### config.mk
export PLATFORM = sky130hd
export DESIGN_NAME = heater_thermostat_sequencer
export DESIGN_NICKNAME = d
export VERILOG_FILES = /design/src/design/hts_pkg.sv /design/src/design/hts_cfg.sv /design/src/design/hts_core.sv /design/src/design/heater_thermostat_sequencer.sv
export SDC_FILE = /design/constraint.sdc
export NUM_CORES = 1
export LEC_CHECK = 0
export CAP_MARGIN = 20
export CORE_MARGIN = 2
export CORE_UTILIZATION = 25
export CTS_CLUSTER_DIAMETER = 60
export CTS_CLUSTER_SIZE = 20
export DETAILED_ROUTE_END_ITERATION = 8
export DONT_BUFFER_PORTS = 1
export GPL_TIMING_DRIVEN = 0
export PLACE_DENSITY = 0.47
export SETUP_SLACK_MARGIN = 0.05
export SLEW_MARGIN = 20
export SYNTH_ARGS = -nofsm -noshare
export SYNTH_HDL_FRONTEND = slang
export SYNTH_SLANG_ARGS = --single-unit
### constraint.sdc
create_clock -name i_clk -period 7.3 [get_ports i_clk]
set_clock_uncertainty 0.1 [all_clocks]
set_input_delay 0.365 -clock i_clk [delete_from_list [all_inputs] [get_ports i_clk]]
set_output_delay 0.365 -clock i_clk [all_outputs]
set_load 0.05 [all_outputs]
### src/design/hts_pkg.sv
// ----------------------------------------------------------------------------
// hts_pkg: shared types and constants of the heater thermostat sequencer
// Heater mode codes, command codes, register indexes, counter widths and
// register reset values.
// ----------------------------------------------------------------------------
package hts_pkg;

    // Counter and register widths
    localparam int AUTO_W = 27;
    localparam int IGN_W  = 20;
    localparam int AGE_W  = 17;
    localparam int MIN_W  = 11;
    localparam int STO_W  = 16;
    localparam int IDX_W  = 3;
    localparam int CMD_W  = 2;
    localparam int MSPM_W = 16;

    localparam logic [AUTO_W-1:0] AUTO_MAX = {AUTO_W{1'b1}};
    localparam logic [IGN_W-1:0]  IGN_MAX  = {IGN_W{1'b1}};
    localparam logic [AGE_W-1:0]  AGE_MAX  = {AGE_W{1'b1}};

    localparam logic [MSPM_W-1:0] MS_PER_MINUTE = 16'd60000;

    // Register indexes
    localparam logic [IDX_W-1:0] CFG_ON_TEMP     = 3'd0;
    localparam logic [IDX_W-1:0] CFG_OFF_TEMP    = 3'd1;
    localparam logic [IDX_W-1:0] CFG_DUCT_RISE   = 3'd2;
    localparam logic [IDX_W-1:0] CFG_AUTO_MIN    = 3'd3;
    localparam logic [IDX_W-1:0] CFG_IGN_TIMEOUT = 3'd4;
    localparam logic [IDX_W-1:0] CFG_SNS_TIMEOUT = 3'd5;

    // Auto-mode command codes
    localparam logic [CMD_W-1:0] CMD_NONE  = 2'd0;
    localparam logic [CMD_W-1:0] CMD_START = 2'd1;
    localparam logic [CMD_W-1:0] CMD_STOP  = 2'd2;

    // Register reset values
    localparam int                RST_ON_TEMP     = 160;
    localparam int                RST_OFF_TEMP    = 240;
    localparam int                RST_DUCT_RISE   = 80;
    localparam logic [MIN_W-1:0]  RST_AUTO_MIN    = 11'd60;
    localparam logic [AUTO_W-1:0] RST_AUTO_LIMIT  = 27'd3600000;
    localparam logic [IGN_W-1:0]  RST_IGN_TIMEOUT = 20'd300000;
    localparam logic [STO_W-1:0]  RST_SNS_TIMEOUT = 16'd15000;

    typedef enum logic [1:0] {
        MODE_OFF      = 2'd0,
        MODE_IGNITING = 2'd1,
        MODE_ON       = 2'd2
    } t_mode;

    typedef struct packed {
        logic  press_on;
        logic  press_off;
        t_mode heater_state;
        logic  auto_active;
        logic  sensor_stale;
    } t_result;

endpackage

### src/design/hts_cfg.sv
// ----------------------------------------------------------------------------
// hts_cfg: configuration registers
// Holds the thresholds and timeouts. The auto-run length is kept as a tick
// count, multiplied out from minutes when the register is written.
// ----------------------------------------------------------------------------
module hts_cfg
    import hts_pkg::*;
#(
    parameter int TEMP_BITS = 16,
    parameter int CFG_W     = 20
) (
    input  logic                        i_clk,
    input  logic                        i_rst_n,
    input  logic                        i_cfg_we,
    input  logic [IDX_W-1:0]            i_cfg_idx,
    input  logic [CFG_W-1:0]            i_cfg_data,
    output logic signed [TEMP_BITS-1:0] o_on_temp,
    output logic signed [TEMP_BITS-1:0] o_off_temp,
    output logic signed [TEMP_BITS-1:0] o_duct_rise,
    output logic [AUTO_W-1:0]           o_auto_limit,
    output logic [IGN_W-1:0]            o_ign_timeout,
    output logic [STO_W-1:0]            o_sns_timeout
);

    logic signed [TEMP_BITS-1:0] r_on_temp;
    logic signed [TEMP_BITS-1:0] r_off_temp;
    logic signed [TEMP_BITS-1:0] r_duct_rise;
    logic [AUTO_W-1:0]           r_auto_limit;
    logic [IGN_W-1:0]            r_ign_timeout;
    logic [STO_W-1:0]            r_sns_timeout;
    logic [AUTO_W-1:0]           n_auto_limit;

    // Minutes times ticks per minute fits exactly in the elapsed counter width.
    assign n_auto_limit = AUTO_W'(i_cfg_data[MIN_W-1:0]) * AUTO_W'(MS_PER_MINUTE);

    always_ff @(posedge i_clk) begin
        if (!i_rst_n) begin
            r_on_temp     <= TEMP_BITS'(RST_ON_TEMP);
            r_off_temp    <= TEMP_BITS'(RST_OFF_TEMP);
            r_duct_rise   <= TEMP_BITS'(RST_DUCT_RISE);
            r_auto_limit  <= RST_AUTO_LIMIT;
            r_ign_timeout <= RST_IGN_TIMEOUT;
            r_sns_timeout <= RST_SNS_TIMEOUT;
        end else if (i_cfg_we) begin
            unique case (i_cfg_idx)
                CFG_ON_TEMP:     r_on_temp     <= i_cfg_data[TEMP_BITS-1:0];
                CFG_OFF_TEMP:    r_off_temp    <= i_cfg_data[TEMP_BITS-1:0];
                CFG_DUCT_RISE:   r_duct_rise   <= i_cfg_data[TEMP_BITS-1:0];
                CFG_AUTO_MIN:    r_auto_limit  <= n_auto_limit;
                CFG_IGN_TIMEOUT: r_ign_timeout <= i_cfg_data[IGN_W-1:0];
                CFG_SNS_TIMEOUT: r_sns_timeout <= i_cfg_data[STO_W-1:0];
                default: ;
            endcase
        end
    end

    assign o_on_temp     = r_on_temp;
    assign o_off_temp    = r_off_temp;
    assign o_duct_rise   = r_duct_rise;
    assign o_auto_limit  = r_auto_limit;
    assign o_ign_timeout = r_ign_timeout;
    assign o_sns_timeout = r_sns_timeout;

endmodule

### src/design/hts_core.sv
// ----------------------------------------------------------------------------
// hts_core: sequencer state and one-tick update
// Holds the heater mode, auto-run and ignition timers, last sample and
// sample age, and computes the next state and result of one tick.
// ----------------------------------------------------------------------------
module hts_core
    import hts_pkg::*;
#(
    parameter int TEMP_BITS = 16
) (
    input  logic                        i_clk,
    input  logic                        i_rst_n,
    input  logic                        i_fire,
    input  logic                        i_sample_valid,
    input  logic signed [TEMP_BITS-1:0] i_room,
    input  logic signed [TEMP_BITS-1:0] i_duct,
    input  logic [CMD_W-1:0]            i_cmd,
    input  logic signed [TEMP_BITS-1:0] i_on_temp,
    input  logic signed [TEMP_BITS-1:0] i_off_temp,
    input  logic signed [TEMP_BITS-1:0] i_duct_rise,
    input  logic [AUTO_W-1:0]           i_auto_limit,
    input  logic [IGN_W-1:0]            i_ign_timeout,
    input  logic [STO_W-1:0]            i_sns_timeout,
    output t_result                     o_result
);

    t_mode                       r_mode;
    logic                        r_auto_en;
    logic [AUTO_W-1:0]           r_auto_el;
    logic [IGN_W-1:0]            r_ign_el;
    logic signed [TEMP_BITS-1:0] r_ign_duct;
    logic signed [TEMP_BITS-1:0] r_room;
    logic signed [TEMP_BITS-1:0] r_duct;
    logic [AGE_W-1:0]            r_age;

    t_mode                       n_mode;
    logic                        n_auto_en;
    logic [AUTO_W-1:0]           n_auto_el;
    logic [IGN_W-1:0]            n_ign_el;
    logic signed [TEMP_BITS-1:0] n_ign_duct;
    logic signed [TEMP_BITS-1:0] n_room;
    logic signed [TEMP_BITS-1:0] n_duct;
    logic [AGE_W-1:0]            n_age;

    t_mode                       cur_mode;
    logic signed [TEMP_BITS:0]   ign_target;
    logic signed [TEMP_BITS:0]   duct_ext;
    logic                        press_on;
    logic                        press_off;
    logic                        stale;

    // Ignition target is one bit wider so the sum cannot wrap.
    assign ign_target = $signed({r_ign_duct[TEMP_BITS-1], r_ign_duct})
                      + $signed({i_duct_rise[TEMP_BITS-1], i_duct_rise});

    always_comb begin
        cur_mode = (r_mode == MODE_IGNITING || r_mode == MODE_ON) ? r_mode : MODE_OFF;

        if (i_sample_valid) begin
            n_room = i_room;
            n_duct = i_duct;
            n_age  = '0;
        end else begin
            n_room = r_room;
            n_duct = r_duct;
            n_age  = (r_age == AGE_MAX) ? r_age : r_age + 1'b1;
        end

        if (r_auto_en && r_auto_el != AUTO_MAX) begin
            n_auto_el = r_auto_el + 1'b1;
        end else begin
            n_auto_el = r_auto_el;
        end

        if (cur_mode == MODE_IGNITING && r_ign_el != IGN_MAX) begin
            n_ign_el = r_ign_el + 1'b1;
        end else begin
            n_ign_el = r_ign_el;
        end

        n_mode     = cur_mode;
        n_auto_en  = r_auto_en;
        n_ign_duct = r_ign_duct;
        press_on   = 1'b0;
        press_off  = 1'b0;
        duct_ext   = $signed({n_duct[TEMP_BITS-1], n_duct});

        unique case (i_cmd)
            CMD_START: begin
                if (!r_auto_en) begin
                    n_mode = MODE_OFF;
                end
                n_auto_en = 1'b1;
                n_auto_el = '0;
            end
            CMD_STOP: begin
                n_auto_en = 1'b0;
                if (n_mode != MODE_OFF) begin
                    press_off = 1'b1;
                    n_mode    = MODE_OFF;
                end
            end
            default: ;
        endcase

        if (n_auto_en) begin
            if (n_auto_el >= i_auto_limit) begin
                n_auto_en = 1'b0;
                if (n_mode != MODE_OFF) begin
                    press_off = 1'b1;
                    n_mode    = MODE_OFF;
                end
            end else begin
                case (n_mode)
                    MODE_IGNITING: begin
                        // Once the timeout has run, a duct rise proves the flame;
                        // otherwise ON is pressed again and the timer restarts.
                        if (n_ign_el >= i_ign_timeout) begin
                            if (duct_ext >= ign_target) begin
                                n_mode = MODE_ON;
                            end else begin
                                press_on = 1'b1;
                                n_ign_el = '0;
                            end
                        end
                    end
                    MODE_ON: begin
                        if (n_room >= i_off_temp) begin
                            press_off = 1'b1;
                            n_mode    = MODE_OFF;
                        end
                    end
                    default: begin
                        if (n_room <= i_on_temp) begin
                            press_on   = 1'b1;
                            n_mode     = MODE_IGNITING;
                            n_ign_el   = '0;
                            n_ign_duct = n_duct;
                        end
                    end
                endcase
            end
        end

        stale = n_age > AGE_W'(i_sns_timeout);
        if (stale && n_mode != MODE_OFF) begin
            press_off = 1'b1;
            n_mode    = MODE_OFF;
            n_auto_en = 1'b0;
        end
    end

    always_ff @(posedge i_clk) begin
        if (!i_rst_n) begin
            r_mode     <= MODE_OFF;
            r_auto_en  <= 1'b0;
            r_auto_el  <= '0;
            r_ign_el   <= '0;
            r_ign_duct <= '0;
            r_room     <= '0;
            r_duct     <= '0;
            r_age      <= '0;
        end else if (i_fire) begin
            r_mode     <= n_mode;
            r_auto_en  <= n_auto_en;
            r_auto_el  <= n_auto_el;
            r_ign_el   <= n_ign_el;
            r_ign_duct <= n_ign_duct;
            r_room     <= n_room;
            r_duct     <= n_duct;
            r_age      <= n_age;
        end
    end

    assign o_result.press_on     = press_on;
    assign o_result.press_off    = press_off;
    assign o_result.heater_state = n_mode;
    assign o_result.auto_active  = n_auto_en;
    assign o_result.sensor_stale = stale;

endmodule

### src/design/heater_thermostat_sequencer.sv
// Heater thermostat sequencer. Each request is one millisecond tick that may
// carry a room/duct temperature sample and an auto-mode start or stop command;
// each tick yields exactly one result with the ON/OFF press requests, the heater
// state, the auto-mode flag and the stale-sensor flag. The block takes one
// request per clock while o_in_stall is low; the request is captured in an
// input register, the whole tick update of the sequencer state is evaluated
// in one pass, and the result is held in an output register. Throughput is
// bounded only by stall on the result side. The user must write configuration
// through the index/data port only while no request is in flight; the block
// itself does not enforce this. The auto-run length is converted to ticks as
// it is written.
// ----------------------------------------------------------------------------
// heater_thermostat_sequencer: top level
// Input register, sequencer core, configuration registers and output register.
// ----------------------------------------------------------------------------
module heater_thermostat_sequencer
    import hts_pkg::*;
#(
    parameter int TEMP_BITS = 16,
    parameter int CFG_W     = (TEMP_BITS > 20) ? TEMP_BITS : 20
) (
    input  logic                        i_clk,
    input  logic                        i_rst_n,
    input  logic                        i_cfg_we,
    input  logic [IDX_W-1:0]            i_cfg_idx,
    input  logic [CFG_W-1:0]            i_cfg_data,
    input  logic                        i_in_valid,
    output logic                        o_in_stall,
    input  logic                        i_sample_valid,
    input  logic signed [TEMP_BITS-1:0] i_sample_room_temp,
    input  logic signed [TEMP_BITS-1:0] i_sample_duct_temp,
    input  logic [CMD_W-1:0]            i_auto_command,
    output logic                        o_out_valid,
    input  logic                        i_out_stall,
    output logic                        o_press_on,
    output logic                        o_press_off,
    output logic [1:0]                  o_heater_state,
    output logic                        o_auto_active,
    output logic                        o_sensor_stale
);

    logic                        r_in_valid;
    logic                        r_sample_valid;
    logic signed [TEMP_BITS-1:0] r_room;
    logic signed [TEMP_BITS-1:0] r_duct;
    logic [CMD_W-1:0]            r_cmd;
    logic                        r_out_valid;
    t_result                     r_result;

    logic                        advance;
    logic                        fire;
    t_result                     core_result;

    logic signed [TEMP_BITS-1:0] on_temp;
    logic signed [TEMP_BITS-1:0] off_temp;
    logic signed [TEMP_BITS-1:0] duct_rise;
    logic [AUTO_W-1:0]           auto_limit;
    logic [IGN_W-1:0]            ign_timeout;
    logic [STO_W-1:0]            sns_timeout;

    // The output register frees up whenever it is empty or being taken.
    assign advance    = !r_out_valid || !i_out_stall;
    assign fire       = r_in_valid && advance;
    assign o_in_stall = r_in_valid && !advance;

    always_ff @(posedge i_clk) begin
        if (!i_rst_n) begin
            r_in_valid <= 1'b0;
        end else if (!o_in_stall) begin
            r_in_valid <= i_in_valid;
        end
    end

    always_ff @(posedge i_clk) begin
        if (!o_in_stall && i_in_valid) begin
            r_sample_valid <= i_sample_valid;
            r_room         <= i_sample_room_temp;
            r_duct         <= i_sample_duct_temp;
            r_cmd          <= i_auto_command;
        end
    end

    hts_cfg #(
        .TEMP_BITS (TEMP_BITS),
        .CFG_W     (CFG_W)
    ) u_cfg (
        .i_clk         (i_clk),
        .i_rst_n       (i_rst_n),
        .i_cfg_we      (i_cfg_we),
        .i_cfg_idx     (i_cfg_idx),
        .i_cfg_data    (i_cfg_data),
        .o_on_temp     (on_temp),
        .o_off_temp    (off_temp),
        .o_duct_rise   (duct_rise),
        .o_auto_limit  (auto_limit),
        .o_ign_timeout (ign_timeout),
        .o_sns_timeout (sns_timeout)
    );

    hts_core #(
        .TEMP_BITS (TEMP_BITS)
    ) u_core (
        .i_clk          (i_clk),
        .i_rst_n        (i_rst_n),
        .i_fire         (fire),
        .i_sample_valid (r_sample_valid),
        .i_room         (r_room),
        .i_duct         (r_duct),
        .i_cmd          (r_cmd),
        .i_on_temp      (on_temp),
        .i_off_temp     (off_temp),
        .i_duct_rise    (duct_rise),
        .i_auto_limit   (auto_limit),
        .i_ign_timeout  (ign_timeout),
        .i_sns_timeout  (sns_timeout),
        .o_result       (core_result)
    );

    always_ff @(posedge i_clk) begin
        if (!i_rst_n) begin
            r_out_valid <= 1'b0;
        end else if (advance) begin
            r_out_valid <= r_in_valid;
        end
    end

    always_ff @(posedge i_clk) begin
        if (fire) begin
            r_result <= core_result;
        end
    end

    assign o_out_valid    = r_out_valid;
    assign o_press_on     = r_result.press_on;
    assign o_press_off    = r_result.press_off;
    assign o_heater_state = r_result.heater_state;
    assign o_auto_active  = r_result.auto_active;
    assign o_sensor_stale = r_result.sensor_stale;

    // A stale sensor always leaves the heater off.
    a_stale_off: assert property (@(posedge i_clk) disable iff (!i_rst_n)
        o_out_valid && o_sensor_stale |-> o_heater_state == MODE_OFF)
        else $error("stale sensor with heater not off");

    // The heater only runs under auto mode.
    a_run_needs_auto: assert property (@(posedge i_clk) disable iff (!i_rst_n)
        o_out_valid && o_heater_state != MODE_OFF |-> o_auto_active)
        else $error("heater running without auto mode");

    // An ON press that survives the fail-safe leaves the heater igniting.
    a_press_on_ignites: assert property (@(posedge i_clk) disable iff (!i_rst_n)
        o_out_valid && o_press_on && !o_sensor_stale |-> o_heater_state == MODE_IGNITING)
        else $error("ON press without ignition");

    // The input is held only while a request waits and the output register is full.
    a_no_fire_when_held: assert property (@(posedge i_clk) disable iff (!i_rst_n)
        o_in_stall |-> r_in_valid && r_out_valid)
        else $error("input held while output register free");

endmodule
==> summary.txt <==
Outcome
  • Outcome: finished, final reports clean

Routing
  • DR pass1 iterations: 8
  • Initial DRC Count: 860
  • Drt drc: 0
  • ANT nets after route: 0
  • Via density: 4.820
  • Final wirelength: 54.97 mm
  • Vias: 14510
  • Routed WL per cell: 18.26 um

Pwr
  • Sw Pwr: approximately 0.0015 W
  • Pwr dens: 215.2 nW/um^2
  • Combinational share of power: 25.8%
  • P_leak: 7.964 nW
  • Int Power: 0.002788 W
  • Part of the power in the clock network: between 30% and 40%
  • Worst-case vdd ir drop: 0.1640 mV
  • Reg power frac: 36.1%
  • Switch share: 35.12%

Clock network
  • Num CTS Buffers: 30
  • Clk sinks: 264
  • Post-CTS Setup Bufs: 0
  • Clk Tree Root Cell: clkbuf_16
  • Hold Buf Count CTS: 66
  • Clk slew on worst S/H paths: 0.08 ns
  • CTS tree: built
  • Htree depth: 1
  • Max Root-Sink Buffers: 3
  • Post-CTS sizing: 0
  • Skew-Pair Late Insertion Delay: 0.63 ns

Finish
  • # nets final: ~2400
  • Share of cells above drive strength 1: under 10%
  • Area of the multi-input gates: 10410 um^2
  • P&R area growth vs syn: 16.81%
  • Fillcell total: 7097
  • Cell area after layout: 19960 um^2
  • Storage cell area: 5695 um^2

Worst setup path
  • CP max-delay cell: nor4bb_1
  • Reg2reg start: u_core.r_auto_el[0]
  • Worst setup startpoint: u_core.r_auto_el[0]
  • Crit. End Element: register
  • Capturing point of the worst reg2reg path: u_core.r_ign_duct[6]
  • Setup CP Type: register to register
  • Data required, critical path: 7.74 ns
  • Worst-path maximum fanout: 10
  • R2r setup slk: between 1 and 1.5 ns
  • Max incr delay on CP: 0.80 ns
  • R2R depth: 20
  • Cells along the critical path: ha_1 -> nand4_1 -> nor4_4 -> a21oi_1 -> nor4bb_1 -> and3_1 -> and3_1 -> xnor2_1 -> nor2_1 -> ha_1 -> a21o_1 -> a21o_1 -> a21oi_1 -> o221ai_1 -> a2111oi_0 -> a22o_4 -> nor4b_4 -> buf_6 -> nor2_2 -> a211oi_2
  • CP Launch Type: register
  • Worst EP arrival: 6.32 ns

Synthesis
  • Avg Synthesized Cell Area: 8.484 um^2
  • Area share of the largest cell type after synthesis: 26.13%
  • Main synth FF type: dfxtp_1
  • Post-synth top cells: nand2_1, dfxtp_1, ha_1
  • Warnings, synthesis: 0
  • Post-Syn Instances: 2014
  • Async SR Flop Fraction: 0%
  • Cells taking the most area after synthesis: dfxtp_1, ha_1, edfxtp_1
  • Synthesized flop and latch total: 264
  • Area leader, netlist: dfxtp_1
  • Post-synth cell types: 82
  • Syn_nets: 2314
  • Count leader, synth: nand2_1
  • EDFF count, synth: roughly 40
  • Sequential area share after synthesis: approximately 33%
  • Netlist Area Pre-Place: 17090 um^2

Placement
  • DP HPWL: 41.80 mm
  • Routability Congestion: 0.8357
  • Area post-placement: 18210 um^2
  • PortBufs: 0

Global route
  • First-pass GRT wire length: 84.12 mm
  • Vias in the first global route: around 14000
  • Initial antenna violation count: 4
  • Grt total ovfl: 0
  • Largest net degree at the start of global routing: 24
  • Gr usage total: 15.48%

STA
  • Slew @ Worst Pin: 1.101 ns
  • Final hold viol count: 0
  • Final slew viol count: 0
  • Post-route setup TNS: 0 ns
  • Fmax: 169.9 MHz
  • Post-route clock period utilization: about four fifths
  • Unrepaired setup endpoints after global routing: no
  • Worst slew margin: a little over a quarter
  • Setup-failing EPs final: 0
  • Min cycle time layout: 5.885 ns

Flow run
  • Max-cap violations: 0

Floorplan
  • Chip Width: 265.4 um
  • Die Area: ~70000 um^2
  • # rows: 95
  • Initial Utilization: 25.35%
  • DIE HEIGHT: 265.4 um
  • IO Count: 71
  • CORE AREA: 67400 um^2

Hold path
  • Hold crit path type: primary input to register
  • Hold_sp: i_in_valid
  • Hold Path End: r_duct[14]
  • Worst Hold Depth: 1
[registers in the layout, summed over array words and instances, names as in the netlist, 2 cells and up]
signal / count
o_heater_state: 2
r_cmd: 2
r_duct: 16
r_room: 16
u_cfg.o_auto_limit: 22
u_cfg.o_duct_rise: 16
u_cfg.o_ign_timeout: 20
u_cfg.o_off_temp: 16
u_cfg.o_on_temp: 16
u_cfg.o_sns_timeout: 16
u_core.r_age: 17
u_core.r_auto_el: 27
u_core.r_duct: 16
u_core.r_ign_duct: 16
u_core.r_ign_el: 20
u_core.r_mode: 2
u_core.r_room: 16
[power groups by stage]
stage	clock (W)	combinational (W)	sequential (W)
floorplan	0	0.000788	0.00158
global placement	0	0.00104	0.00159
detailed placement	0	0.00105	0.00159
CTS	0.00167	0.00112	0.00155
global route	0.00173	0.00126	0.00156
finish	0.00164	0.00111	0.00155
[cells in the final DEF (no fill, tap or decap), types with 11 or more instances in the layout]
master         Yosys  final
o21ai_0           58     58
and3_1            15     15
dfxtp_1          223    223
inv_1            176    176
clkbuf_16          0     30
a21oi_1          186    186
nor3_1            33     33
a21o_1            22     22
fa_1              37     37
edfxtp_1          41     41
nand3_1           59     59
a211oi_1          33     33
o21a_1            16     16
nor2_1           130    130
or3_1             12     12
mux2_2            16     16
xor2_1            36     36
a211oi_2          14     14
ha_1             200    200
nor2b_1           22     21
xnor2_1           45     45
mux2i_1           22     22
dlygate4sd3_1      0     66
nand4_1           31     31
clkbuf_1          70     70
a31oi_1           11     11
o211ai_1          33     33
and4_1            12     12
nand2_1          327    327
[kinds of logic (layout without fill, tap and decap cells)]
group / count (synthesis) / count (layout) / synth area share, %
AO/OA/AOI/OAI: 429 / 429 / 15.97
buffers and inverters: 257 / 380 / 5.777
other: 0 / 1 / 0
multiplexers: 38 / 38 / 2.343
adder cells (fa/ha/maj): 237 / 237 / 18.98
AND/OR/NAND/NOR: 708 / 708 / 19.45
XOR/XNOR: 81 / 81 / 4.152
flip-flops: 264 / 264 / 33.33
[metal layers]
layer  wire length, um  vias to the layer above  GRT usage (%)
li1                  -                     7228              -
met1             24940                     6832          20.30
met2             24770                      350          25.22
met3              2964                       98          2.648
met4              2267                        4          6.184
met5                26                        -              0
[area by class of cell]
cell class / instances / area share, %
tap: 873 / 5.472
multi-input combinational: 1493 / 52.17
clock inverter: 26 / 1.699
clock buffer: 30 / 3.761
antenna: 1 / 0.01254
inverter: 176 / 3.310
timing repair buffer: 67 / 3.410
sequential: 264 / 28.53
buffer: 81 / 1.636
[metrics by stage]
stage               hold slack, ns  setup slack (ns)  utilization (%)  power [W]  std cells
global route              0.002468             1.071            29.62   0.004548       3011
finish                     0.01275             1.415            29.62   0.004296       3011
global placement            0.3400             1.562            26.97   0.002621       2887
floorplan                   0.3319             2.420                -   0.002365       2014
detailed placement          0.3457             1.496            27.02   0.002640       2888
CTS                       0.001762             1.465            29.61   0.004342       3010
[how the worst max path moves through the flow]
stage / end / slack [ns] / depth (start not counted)
3_3_place_gp: o_press_off / 1.56 / 18
4_1_cts: u_core.r_ign_duct[6] / 1.46 / 20
2_1_floorplan: u_cfg.o_auto_limit[24] / 2.42 / 14
6_report: u_core.r_ign_duct[6] / 1.42 / 20
3_5_place_dp: u_core.r_ign_duct[6] / 1.50 / 20
5_1_grt: u_core.r_ign_duct[13] / 1.07 / 20
[critical path, delay by kind of cell (launching register included)]
family                   cells  cell delay [ns]
AND/OR/NAND/NOR              8             2.31
AO/OA/AOI/OAI                8             2.13
adder cells (fa/ha/maj)      2             0.55
flip-flops                   1             0.40
buffers and inverters        1             0.25
XOR/XNOR                     1             0.08
Power figures use the tool's default switching activity.
